--- config.mk ---
export PLATFORM = sky130hd
export DESIGN_NAME = three_class_priority_packet_queue_core
export DESIGN_NICKNAME = d
export VERILOG_FILES = /design/src/sv/tcpq_pkg.sv /design/src/sv/three_class_priority_packet_queue_core.sv
export VERILOG_INCLUDE_DIRS = /design/src /design/src/sv
export SDC_FILE = /design/constraint.sdc
export NUM_CORES = 2
export LEC_CHECK = 0
export BUFFER_PORTS_ARGS = -buffer_cell sky130_fd_sc_hd__buf_4
export CORE_ASPECT_RATIO = 0.9
export CORE_UTILIZATION = 30
export CTS_CLUSTER_DIAMETER = 100
export DETAILED_ROUTE_END_ITERATION = 6
export PLACE_DENSITY = 0.55
export SLEW_MARGIN = 20
export SYNTH_ARGS = -nofsm -noshare
export SYNTH_HDL_FRONTEND = slang
export SYNTH_SLANG_ARGS = --single-unit
--- constraint.sdc ---
create_clock -name clk -period 15.8 [get_ports clk]
set_clock_uncertainty 0.15 [all_clocks]
set_input_delay 1.58 -clock clk [delete_from_list [all_inputs] [get_ports clk]]
set_output_delay 1.58 -clock clk [all_outputs]
set_load 0.1 [all_outputs]
--- src/sv/three_class_priority_packet_queue_core_defines.svh ---
// Assertion macros for the three-class priority packet queue.
// Included by the top level; expects clk and rst_n in the including scope.
`ifndef THREE_CLASS_PRIORITY_PACKET_QUEUE_CORE_DEFINES_SVH
`define THREE_CLASS_PRIORITY_PACKET_QUEUE_CORE_DEFINES_SVH

// Consequent must hold in the same cycle as the antecedent.
`define TCPQ_CHK_SAME(lbl, ante, cons) \
    lbl: assert property (@(posedge clk) disable iff (!rst_n) (ante) |-> (cons)) \
        else $error("tcpq same-cycle check failed");

// Consequent must hold in the cycle after the antecedent.
`define TCPQ_CHK_NEXT(lbl, ante, cons) \
    lbl: assert property (@(posedge clk) disable iff (!rst_n) (ante) |=> (cons)) \
        else $error("tcpq next-cycle check failed");

`endif

--- src/sv/tcpq_pkg.sv ---
// Package for the three-class priority packet queue: codes, request and
// result types, and the byte-keeping helper. No dependencies.
`default_nettype none

package tcpq_pkg;

    // Default ring depths
    localparam int URGENT_DEPTH_DEF = 4;
    localparam int VOICE_DEPTH_DEF  = 8;
    localparam int DATA_DEPTH_DEF   = 8;

    // Longest packet in bytes
    localparam int MAX_BYTES = 8;

    // Field widths
    localparam int LEN_W     = 4;
    localparam int URG_CNT_W = 3;
    localparam int VOI_CNT_W = 4;
    localparam int DAT_CNT_W = 4;
    localparam int CFG_IDX_W = 2;

    // Request kinds
    localparam logic [1:0] KIND_ENQUEUE = 2'd0;
    localparam logic [1:0] KIND_DEQUEUE = 2'd1;
    localparam logic [1:0] KIND_TICK    = 2'd2;
    localparam logic [1:0] KIND_FLUSH   = 2'd3;

    // Traffic classes
    localparam logic [1:0] CLASS_URGENT  = 2'd0;
    localparam logic [1:0] CLASS_VOICE   = 2'd1;
    localparam logic [1:0] CLASS_DATA    = 2'd2;
    localparam logic [1:0] CLASS_INVALID = 2'd3;

    // Result status codes
    localparam logic [2:0] STAT_OK        = 3'd0;
    localparam logic [2:0] STAT_FULL      = 3'd1;
    localparam logic [2:0] STAT_OVERSIZE  = 3'd2;
    localparam logic [2:0] STAT_BAD_CLASS = 3'd3;
    localparam logic [2:0] STAT_EMPTY     = 3'd4;

    // Configuration register indexes
    localparam logic [CFG_IDX_W-1:0] REG_SUPPRESS_THRESHOLD = 2'd0;
    localparam logic [CFG_IDX_W-1:0] REG_AGING_LIMIT        = 2'd1;

    // Reset values of the configuration registers
    localparam logic [31:0] SUPPRESS_THRESHOLD_RST = 32'd500;
    localparam logic [31:0] AGING_LIMIT_RST        = 32'd2000;

    typedef struct packed {
        logic [1:0]       kind;
        logic [1:0]       priority_req;
        logic [63:0]      payload;
        logic [LEN_W-1:0] length;
        logic [31:0]      time_ms;
        logic [31:0]      noise_floor;
        logic [LEN_W-1:0] out_capacity;
    } req_t;

    typedef struct packed {
        logic [2:0]           status;
        logic [63:0]          out_payload;
        logic [LEN_W-1:0]     out_length;
        logic [1:0]           out_class;
        logic [URG_CNT_W-1:0] urgent_count;
        logic [VOI_CNT_W-1:0] voice_count;
        logic [DAT_CNT_W-1:0] data_count;
        logic                 data_withheld;
    } rsp_t;

    // Keep the low len bytes of a payload, zero the rest
    function automatic logic [63:0] keep_bytes(input logic [63:0] pay,
                                               input logic [LEN_W-1:0] len);
        logic [63:0] res;
        res = '0;
        for (int i = 0; i < 8; i++) begin
            if (LEN_W'(i) < len) begin
                res[8*i +: 8] = pay[8*i +: 8];
            end
        end
        return res;
    endfunction

endpackage

`default_nettype wire

--- src/sv/three_class_priority_packet_queue_core.sv ---
// Three-class strict-priority packet queue with data aging and suppression.
// Depends on tcpq_pkg and three_class_priority_packet_queue_core_defines.svh.
//
//  channel | signals                          | direction | carries
//  --------+----------------------------------+-----------+---------------------------
//  request | req_valid, req_ready, req        | in        | enqueue/dequeue/tick/flush
//  result  | rsp_valid, rsp_ready, rsp        | out       | status, packet, counts
//  config  | cfg_valid, cfg_ready, cfg_index, | in        | threshold, aging limit
//          | cfg_data                         |           |
//
// One request per cycle while the result side does not stall: the request is worked
// out in one pass over the ring heads and written into the result register at the
// edge that takes it. The result register frees in the cycle it is taken, so
// req_ready follows rsp_ready while a result is held. Reset clears ring pointers,
// fill counts, the withhold flag and rsp_valid, and loads the config registers with
// their reset values; ring contents are not cleared. Config writes are taken in every cycle.
`default_nettype none
`include "three_class_priority_packet_queue_core_defines.svh"

module three_class_priority_packet_queue_core #(
    parameter int URGENT_DEPTH = tcpq_pkg::URGENT_DEPTH_DEF,
    parameter int VOICE_DEPTH  = tcpq_pkg::VOICE_DEPTH_DEF,
    parameter int DATA_DEPTH   = tcpq_pkg::DATA_DEPTH_DEF
) (
    input  wire logic                           clk,
    input  wire logic                           rst_n,
    input  wire logic                           req_valid,
    output logic                                req_ready,
    input  wire tcpq_pkg::req_t                 req,
    output logic                                rsp_valid,
    input  wire logic                           rsp_ready,
    output tcpq_pkg::rsp_t                      rsp,
    input  wire logic                           cfg_valid,
    output logic                                cfg_ready,
    input  wire logic [tcpq_pkg::CFG_IDX_W-1:0] cfg_index,
    input  wire logic [31:0]                    cfg_data
);

    localparam int UP_W = (URGENT_DEPTH > 1) ? $clog2(URGENT_DEPTH) : 1;
    localparam int VP_W = (VOICE_DEPTH > 1) ? $clog2(VOICE_DEPTH) : 1;
    localparam int DP_W = (DATA_DEPTH > 1) ? $clog2(DATA_DEPTH) : 1;
    localparam int UF_W = $clog2(URGENT_DEPTH + 1);
    localparam int VF_W = $clog2(VOICE_DEPTH + 1);
    localparam int DF_W = $clog2(DATA_DEPTH + 1);
    localparam int LW   = tcpq_pkg::LEN_W;
    localparam int UCW  = tcpq_pkg::URG_CNT_W;
    localparam int VCW  = tcpq_pkg::VOI_CNT_W;
    localparam int DCW  = tcpq_pkg::DAT_CNT_W;

    localparam logic [UP_W-1:0] U_LAST = UP_W'(URGENT_DEPTH - 1);
    localparam logic [VP_W-1:0] V_LAST = VP_W'(VOICE_DEPTH - 1);
    localparam logic [DP_W-1:0] D_LAST = DP_W'(DATA_DEPTH - 1);
    localparam logic [UF_W-1:0] U_FULL = UF_W'(URGENT_DEPTH);
    localparam logic [VF_W-1:0] V_FULL = VF_W'(VOICE_DEPTH);
    localparam logic [DF_W-1:0] D_FULL = DF_W'(DATA_DEPTH);
    localparam logic [LW-1:0]   LEN_MAX = LW'(tcpq_pkg::MAX_BYTES);

    // Ring stores
    logic [63:0]   urgent_bytes [URGENT_DEPTH];
    logic [LW-1:0] urgent_sizes [URGENT_DEPTH];
    logic [63:0]   voice_bytes  [VOICE_DEPTH];
    logic [LW-1:0] voice_sizes  [VOICE_DEPTH];
    logic [63:0]   data_bytes   [DATA_DEPTH];
    logic [LW-1:0] data_sizes   [DATA_DEPTH];
    logic [31:0]   data_stamps  [DATA_DEPTH];

    // Ring pointers, fills and flags
    logic [UP_W-1:0] urgent_head_reg, urgent_head_next, urgent_tail_reg, urgent_tail_next;
    logic [UF_W-1:0] urgent_fill_reg, urgent_fill_next;
    logic [VP_W-1:0] voice_head_reg, voice_head_next, voice_tail_reg, voice_tail_next;
    logic [VF_W-1:0] voice_fill_reg, voice_fill_next;
    logic [DP_W-1:0] data_head_reg, data_head_next, data_tail_reg, data_tail_next;
    logic [DF_W-1:0] data_fill_reg, data_fill_next;
    logic            withhold_reg, withhold_next;
    logic [31:0]     threshold_reg, aging_limit_reg;

    logic           rsp_valid_reg, rsp_valid_next;
    tcpq_pkg::rsp_t rsp_reg, rsp_next;

    logic          req_fire;
    logic          u_wr, v_wr, d_wr;
    logic [63:0]   v_wr_bytes;
    logic [LW-1:0] v_wr_size;
    logic [63:0]   kept_bytes;
    logic [LW-1:0] u_head_size, v_head_size, d_head_size;
    logic [31:0]   d_age;
    logic          u_can, v_can, d_can;

    assign req_ready = !rsp_valid_reg || rsp_ready;
    assign req_fire  = req_valid && req_ready;
    assign cfg_ready = 1'b1;
    assign rsp_valid = rsp_valid_reg;
    assign rsp       = rsp_reg;

    // Look at the ring heads
    assign u_head_size = urgent_sizes[urgent_head_reg];
    assign v_head_size = voice_sizes[voice_head_reg];
    assign d_head_size = data_sizes[data_head_reg];
    assign d_age       = req.time_ms - data_stamps[data_head_reg];
    assign kept_bytes  = tcpq_pkg::keep_bytes(req.payload, req.length);

    assign u_can = (urgent_fill_reg != '0) && (u_head_size <= req.out_capacity);
    assign v_can = (voice_fill_reg != '0) && (v_head_size <= req.out_capacity);
    assign d_can = !withhold_reg && (data_fill_reg != '0)
                   && (d_head_size <= req.out_capacity);

    // Work out one request
    always_comb
    begin
        urgent_head_next = urgent_head_reg;
        urgent_tail_next = urgent_tail_reg;
        urgent_fill_next = urgent_fill_reg;
        voice_head_next  = voice_head_reg;
        voice_tail_next  = voice_tail_reg;
        voice_fill_next  = voice_fill_reg;
        data_head_next   = data_head_reg;
        data_tail_next   = data_tail_reg;
        data_fill_next   = data_fill_reg;
        withhold_next    = withhold_reg;
        u_wr             = 1'b0;
        v_wr             = 1'b0;
        d_wr             = 1'b0;
        v_wr_bytes       = kept_bytes;
        v_wr_size        = req.length;
        rsp_next         = '0;
        rsp_next.status  = tcpq_pkg::STAT_OK;

        if (req_fire)
        begin
            unique case (req.kind)
                tcpq_pkg::KIND_ENQUEUE:
                begin
                    priority if (req.length == '0 || req.length > LEN_MAX)
                    begin
                        rsp_next.status = tcpq_pkg::STAT_OVERSIZE;
                    end
                    else if (req.priority_req == tcpq_pkg::CLASS_INVALID)
                    begin
                        rsp_next.status = tcpq_pkg::STAT_BAD_CLASS;
                    end
                    else if (req.priority_req == tcpq_pkg::CLASS_URGENT)
                    begin
                        if (urgent_fill_reg == U_FULL)
                        begin
                            rsp_next.status = tcpq_pkg::STAT_FULL;
                        end
                        else
                        begin
                            u_wr             = 1'b1;
                            urgent_tail_next = (urgent_tail_reg == U_LAST) ? '0
                                               : urgent_tail_reg + 1'b1;
                            urgent_fill_next = urgent_fill_reg + 1'b1;
                        end
                    end
                    else if (req.priority_req == tcpq_pkg::CLASS_VOICE)
                    begin
                        if (voice_fill_reg == V_FULL)
                        begin
                            rsp_next.status = tcpq_pkg::STAT_FULL;
                        end
                        else
                        begin
                            v_wr            = 1'b1;
                            voice_tail_next = (voice_tail_reg == V_LAST) ? '0
                                              : voice_tail_reg + 1'b1;
                            voice_fill_next = voice_fill_reg + 1'b1;
                        end
                    end
                    else
                    begin
                        if (data_fill_reg == D_FULL)
                        begin
                            rsp_next.status = tcpq_pkg::STAT_FULL;
                        end
                        else
                        begin
                            d_wr           = 1'b1;
                            data_tail_next = (data_tail_reg == D_LAST) ? '0
                                             : data_tail_reg + 1'b1;
                            data_fill_next = data_fill_reg + 1'b1;
                        end
                    end
                end

                tcpq_pkg::KIND_DEQUEUE:
                begin
                    priority if (u_can)
                    begin
                        rsp_next.out_payload = urgent_bytes[urgent_head_reg];
                        rsp_next.out_length  = u_head_size;
                        rsp_next.out_class   = tcpq_pkg::CLASS_URGENT;
                        urgent_head_next = (urgent_head_reg == U_LAST) ? '0
                                           : urgent_head_reg + 1'b1;
                        urgent_fill_next = urgent_fill_reg - 1'b1;
                    end
                    else if (v_can)
                    begin
                        rsp_next.out_payload = voice_bytes[voice_head_reg];
                        rsp_next.out_length  = v_head_size;
                        rsp_next.out_class   = tcpq_pkg::CLASS_VOICE;
                        voice_head_next = (voice_head_reg == V_LAST) ? '0
                                          : voice_head_reg + 1'b1;
                        voice_fill_next = voice_fill_reg - 1'b1;
                    end
                    else if (d_can)
                    begin
                        rsp_next.out_payload = data_bytes[data_head_reg];
                        rsp_next.out_length  = d_head_size;
                        rsp_next.out_class   = tcpq_pkg::CLASS_DATA;
                        data_head_next = (data_head_reg == D_LAST) ? '0
                                         : data_head_reg + 1'b1;
                        data_fill_next = data_fill_reg - 1'b1;
                    end
                    else
                    begin
                        rsp_next.status = tcpq_pkg::STAT_EMPTY;
                    end
                end

                tcpq_pkg::KIND_TICK:
                begin
                    withhold_next = req.noise_floor > threshold_reg;
                    // Promote an aged data head to the voice tail
                    if (data_fill_reg != '0 && d_age >= aging_limit_reg
                        && voice_fill_reg != V_FULL)
                    begin
                        v_wr            = 1'b1;
                        v_wr_bytes      = data_bytes[data_head_reg];
                        v_wr_size       = d_head_size;
                        voice_tail_next = (voice_tail_reg == V_LAST) ? '0
                                          : voice_tail_reg + 1'b1;
                        voice_fill_next = voice_fill_reg + 1'b1;
                        data_head_next  = (data_head_reg == D_LAST) ? '0
                                          : data_head_reg + 1'b1;
                        data_fill_next  = data_fill_reg - 1'b1;
                    end
                end

                tcpq_pkg::KIND_FLUSH:
                begin
                    urgent_head_next = '0;
                    urgent_tail_next = '0;
                    urgent_fill_next = '0;
                    voice_head_next  = '0;
                    voice_tail_next  = '0;
                    voice_fill_next  = '0;
                    data_head_next   = '0;
                    data_tail_next   = '0;
                    data_fill_next   = '0;
                end

                default:
                begin
                    rsp_next.status = tcpq_pkg::STAT_OK;
                end
            endcase
        end

        rsp_next.urgent_count  = UCW'(urgent_fill_next);
        rsp_next.voice_count   = VCW'(voice_fill_next);
        rsp_next.data_count    = DCW'(data_fill_next);
        rsp_next.data_withheld = withhold_next;
    end

    // Hold a result until taken
    assign rsp_valid_next = req_fire ? 1'b1 : (rsp_valid_reg && !rsp_ready);

    // Advance control state
    always_ff @(posedge clk or negedge rst_n)
    begin
        if (!rst_n)
        begin
            urgent_head_reg <= '0;
            urgent_tail_reg <= '0;
            urgent_fill_reg <= '0;
            voice_head_reg  <= '0;
            voice_tail_reg  <= '0;
            voice_fill_reg  <= '0;
            data_head_reg   <= '0;
            data_tail_reg   <= '0;
            data_fill_reg   <= '0;
            withhold_reg    <= 1'b0;
            rsp_valid_reg   <= 1'b0;
            threshold_reg   <= tcpq_pkg::SUPPRESS_THRESHOLD_RST;
            aging_limit_reg <= tcpq_pkg::AGING_LIMIT_RST;
        end
        else
        begin
            urgent_head_reg <= urgent_head_next;
            urgent_tail_reg <= urgent_tail_next;
            urgent_fill_reg <= urgent_fill_next;
            voice_head_reg  <= voice_head_next;
            voice_tail_reg  <= voice_tail_next;
            voice_fill_reg  <= voice_fill_next;
            data_head_reg   <= data_head_next;
            data_tail_reg   <= data_tail_next;
            data_fill_reg   <= data_fill_next;
            withhold_reg    <= withhold_next;
            rsp_valid_reg   <= rsp_valid_next;
            // Write a config register; unknown indexes drop
            if (cfg_valid && cfg_ready)
            begin
                if (cfg_index == tcpq_pkg::REG_SUPPRESS_THRESHOLD)
                begin
                    threshold_reg <= cfg_data;
                end
                else if (cfg_index == tcpq_pkg::REG_AGING_LIMIT)
                begin
                    aging_limit_reg <= cfg_data;
                end
            end
        end
    end

    // Load the result register
    always_ff @(posedge clk)
    begin
        if (req_fire)
        begin
            rsp_reg <= rsp_next;
        end
    end

    // Write the ring stores at their tails
    always_ff @(posedge clk)
    begin
        if (u_wr)
        begin
            urgent_bytes[urgent_tail_reg] <= kept_bytes;
            urgent_sizes[urgent_tail_reg] <= req.length;
        end
        if (v_wr)
        begin
            voice_bytes[voice_tail_reg] <= v_wr_bytes;
            voice_sizes[voice_tail_reg] <= v_wr_size;
        end
        if (d_wr)
        begin
            data_bytes[data_tail_reg]  <= kept_bytes;
            data_sizes[data_tail_reg]  <= req.length;
            data_stamps[data_tail_reg] <= req.time_ms;
        end
    end

    // Checks
    logic fills_in_range, flush_fire, rings_empty, rsp_err;

    assign fills_in_range = (urgent_fill_reg <= U_FULL) && (voice_fill_reg <= V_FULL)
                            && (data_fill_reg <= D_FULL);
    assign flush_fire     = req_fire && (req.kind == tcpq_pkg::KIND_FLUSH);
    assign rings_empty    = (urgent_fill_reg == '0) && (voice_fill_reg == '0)
                            && (data_fill_reg == '0);
    assign rsp_err        = rsp_valid_reg && (rsp_reg.status != tcpq_pkg::STAT_OK);

    `TCPQ_CHK_SAME(a_fill_bound, 1'b1, fills_in_range)
    `TCPQ_CHK_NEXT(a_req_gives_rsp, req_fire, rsp_valid_reg)
    `TCPQ_CHK_NEXT(a_flush_empties, flush_fire, rings_empty)
    `TCPQ_CHK_SAME(a_no_packet_on_error, rsp_err, rsp_reg.out_length == '0)

endmodule

`default_nettype wire

==> metrics.md <==
| Metric | Value |
|---|---|
| Result of the run | `finished clean` |
| Worst hold slack | `0.355 ns` |
| Starting Density | `0.302` |
| Unrepaired setup endpoints after global routing | `false` |
| Synthesized area per cell | `19.2 µm²` |
| Number of cells after detailed placement | `7147` |
| Violation count after the first detailed-route iteration | `3152` |
| Antenna violations before repair | `23` |
| Proportion of synthesized flip-flops having asynchronous set or reset | `0.0518` |
| Most common library cell in the layout ignoring fill and taps | `sky130_fd_sc_hd__edfxtp_1` |
| Worst IR Drop VDD | `0.150 mV` |
| Router iterations before antenna repair | `5` |
| Leakage power summed over all cells | `27.9 nW` |
| Level count of the clock H-tree | `4` |
| Die Y | `about 470 µm` |
| Maximum number of pins on one net before global-route repair | `103` |
| Xor and xnor fraction of the mapped netlist area | `0.00372` |
| Worst Path Class, Setup | `reg2reg` |
| Num CTS Buffers | `182` |
| CTS tree | `done` |
| Filler instances | `22.6k` |
| Highest-count cells in the layout ignoring fill and taps | `sky130_fd_sc_hd__edfxtp_1, sky130_fd_sc_hd__mux4_2, sky130_fd_sc_hd__buf_4, sky130_fd_sc_hd__nand2_1, sky130_fd_sc_hd__o21ai_0` |
| Yosys reg bits | `1794` |
| Post-synthesis cell type count | `slightly above 80` |
| Cell at the slowest stage of the critical path | `sky130_fd_sc_hd__dfrtp_4` |
| Number of top-level design ports | `267` |
| Sinks on the clock net | `1794` |
| YS warnings | `0` |
| Number of pins exceeding their max-slew limit in the final report | `0` |
| Critical Path RT | `16.13 ns` |
| Total negative setup slack | `0 ns` |
| Clock transition at path regs | `0.07 ns` |
| Quantity of I/O buffers inserted on ports | `265` |
| Maximum buffer depth of the clock tree | `3` |
| Portion of the post-synthesis area used by sequential elements | `0.733` |
| Number of hold violations in the final report | `0` |
| Transition at the pin with the smallest max-transition slack | `about 1.1 ns` |
| Setup slack after layout | `6.58 ns` |
| Proportion of layout cells with a drive suffix above 1 | `0.261` |
| Grt total ovfl | `0` |
| Period Utilization, post-route | `0.583` |
| Multiplexer area fraction after synthesis | `0.155` |
| Die boundary width | `roughly 520 µm` |
| Total nets after synthesis | `4101` |
| Combined area of all synthesized cells | `72900 µm²` |
| PostCTS Resize Cnt | `0` |
| Type of origin of the critical path | `register` |
| Count of mapped cells out of synthesis | `3793` |
| Area of the die | `245000 µm²` |
| Vias in the first global route | `38.1k` |
| Worst min path class | `reg2reg` |
| Layout area overhead | `16.3%` |
| Largest family of logic cells by synthesized area | `multiplexers` |
| Number of buffers inserted by hold repair at cts | `0` |
| HPWL after detailed placement | `111 mm` |
| Number of flops mapped to enable cells by yosys | `around 1.7k` |
| Largest registers in the final layout | `data_bytes: 512 flops, voice_bytes: 512 flops` |
| Power Density | `168 nW/µm²` |
| Max-capacitance violation count | `0` |
| Per-cell routed wire length | `25.0 µm` |
| Core utilization of the finished layout | `0.351` |
| Last weighted congestion value of the routability-driven placer | `0.766` |
| Post-Synth Simple-Gate Area | `0.0333` |
| Final wirelength | `187 mm` |
| Slew margin rel. | `0.266` |
| Crit-path max FO | `102` |
| Detail Route Antenna Nets | `0` |
| Total vias in the final route | `37.1k` |
| Complex-gate fraction of the synthesized area | `0.0366` |
| Synthesized-area fraction occupied by adder cells | `0.0222` |
| Vias per Instance | `roughly 4.9` |
| Post-CTS setup repair buffer count | `0` |
| Highest Clock Rate | `109 MHz` |
| Non-filler instance count after layout | `7492` |
| Final nets | `4439` |
| Worst slack at placement | `between 6 and 7 ns` |
| Critical path endpoint category | `register` |
| Worst-Skew Late Latency | `0.81 ns` |
| Critical path arrival | `9.55 ns` |
| Total GRT Usage | `0.151` |
| Number of DRC violations after detailed routing | `0` |
| Most common flop cell mapped by yosys | `sky130_fd_sc_hd__edfxtp_1` |
| Final Critical Period | `between 9 and 10 ns` |
| CP cell instances | `buf_12 -> mux4_2 -> mux2i_1 -> ha_1 -> a21oi_1 -> o211ai_1 -> o211ai_1 -> a41oi_1 -> a311oi_2 -> o21ai_1 -> a21oi_1 -> xnor2_1 -> ha_1 -> nand2_1 -> nor4_1 -> o221ai_1 -> nand2_1 -> a21o_1 -> nand2_4 -> buf_4 -> buf_4 -> o21ai_0` |
| Std cell rows | `171` |
| Largest stage delay on the critical path | `0.88 ns` |
| Wire length of the first global-routing pass | `272 mm` |
| Core area | `~240000 µm²` |
| Cell at the root of the clock tree | `sky130_fd_sc_hd__clkbuf_16` |
| Final Setup Violations | `0` |
-- metal layers --
| metal | vias up | part of all wire | GRT usage |
|---|---|---|---|
| met5 | - | 0.00031 | 0 |
| met4 | 10 | 0.016 | 0.0341 |
| met3 | 222 | 0.053 | 0.0261 |
| met2 | 1005 | 0.48 | 0.243 |
| met1 | 19800 | 0.45 | 0.214 |
| li1 | 16100 | - | - |
-- cell families (layout without fill, tap and decap cells) --
group,Yosys count,after routing
other,1,5
multiplexers,616,616
buffers and inverters,287,782
AO/OA/AOI/OAI,427,427
XOR/XNOR,31,31
adder cells (fa/ha/maj),129,129
flip-flops,1794,1794
AND/OR/NAND/NOR,508,508
-- critical path, delay by kind of cell, from the launching register on --
family	cells	cell delay (ns)
AO/OA/AOI/OAI	10	3.39
buffers and inverters	3	1.54
AND/OR/NAND/NOR	4	1.17
flip-flops	1	0.88
multiplexers	2	0.81
adder cells (fa/ha/maj)	2	0.58
XOR/XNOR	1	0.10
-- where the power goes --
group | total [W] | switching (W) | leakage [nW] | internal, W
sequential | 0.00568 | 0.000274 | 16.6 | 0.00541
combinational | 0.00425 | 0.00250 | 8.48 | 0.00175
clock | 0.00429 | 0.00185 | 2.89 | 0.00244
total | 0.0142 | 0.00463 | 27.9 | 0.00960
-- cell usage after synthesis, types with 20 or more instances --
cell type	n	area share
sky130_fd_sc_hd__a21oi_1	66	0.0045
sky130_fd_sc_hd__and2_1	71	0.0061
sky130_fd_sc_hd__buf_1	21	0.0011
sky130_fd_sc_hd__buf_2	45	0.0031
sky130_fd_sc_hd__clkbuf_1	110	0.0057
sky130_fd_sc_hd__dfrtp_1	81	0.028
sky130_fd_sc_hd__edfxtp_1	1701	0.70
sky130_fd_sc_hd__ha_1	128	0.022
sky130_fd_sc_hd__inv_1	100	0.0051
sky130_fd_sc_hd__mux2_2	59	0.0091
sky130_fd_sc_hd__mux2i_1	149	0.020
sky130_fd_sc_hd__mux4_2	404	0.12
sky130_fd_sc_hd__nand2_1	202	0.010
sky130_fd_sc_hd__nor2_1	106	0.0055
sky130_fd_sc_hd__nor3_1	21	0.0014
sky130_fd_sc_hd__o211ai_1	28	0.0029
sky130_fd_sc_hd__o21ai_0	195	0.013
sky130_fd_sc_hd__o221ai_1	50	0.0060
sky130_fd_sc_hd__xnor2_1	20	0.0024
-- cell type report --
class,count,area [µm²],area share
well taps,3200,4000,0.0472
clock inverters,110,1010,0.0120
diodes,4,10.0,0.000118
multi-input cells,1712,18400,0.218
flip-flops and latches,1794,53500,0.630
inverters,102,388,0.00457
clock buffers,231,4920,0.0580
repair buffers,339,2570,0.0303
-- stage by stage --
stage          total power, W  cell area (µm²)
2_1_floorplan         0.00875            72900
3_3_place_gp           0.0101            78900
3_5_place_dp           0.0101            78900
4_1_cts                0.0144            84800
5_1_grt                0.0149            84800
6_report               0.0142            84800
-- final timing paths --
path,from,endpoint,slack (ns),cells past startpoint
worst max-delay path,data_head_reg[0]$_DFFE_PN0P_,voice_bytes[4][61]$_DFFE_PP_,6.58,22
worst min-delay path,aging_limit_reg[17]$_DFFE_PN0P_,aging_limit_reg[17]$_DFFE_PN0P_,0.35,1
worst max register to register,data_head_reg[0]$_DFFE_PN0P_,voice_bytes[4][61]$_DFFE_PP_,6.58,22
worst min register to register,aging_limit_reg[17]$_DFFE_PN0P_,aging_limit_reg[17]$_DFFE_PN0P_,0.35,1
max in group asynchronous,rst_n,aging_limit_reg[20]$_DFFE_PN0P_,13.72,2
min in group asynchronous,rst_n,aging_limit_reg[2]$_DFFE_PN0P_,0.61,1
No activity file was read; power rests on OpenSTA's default activity.
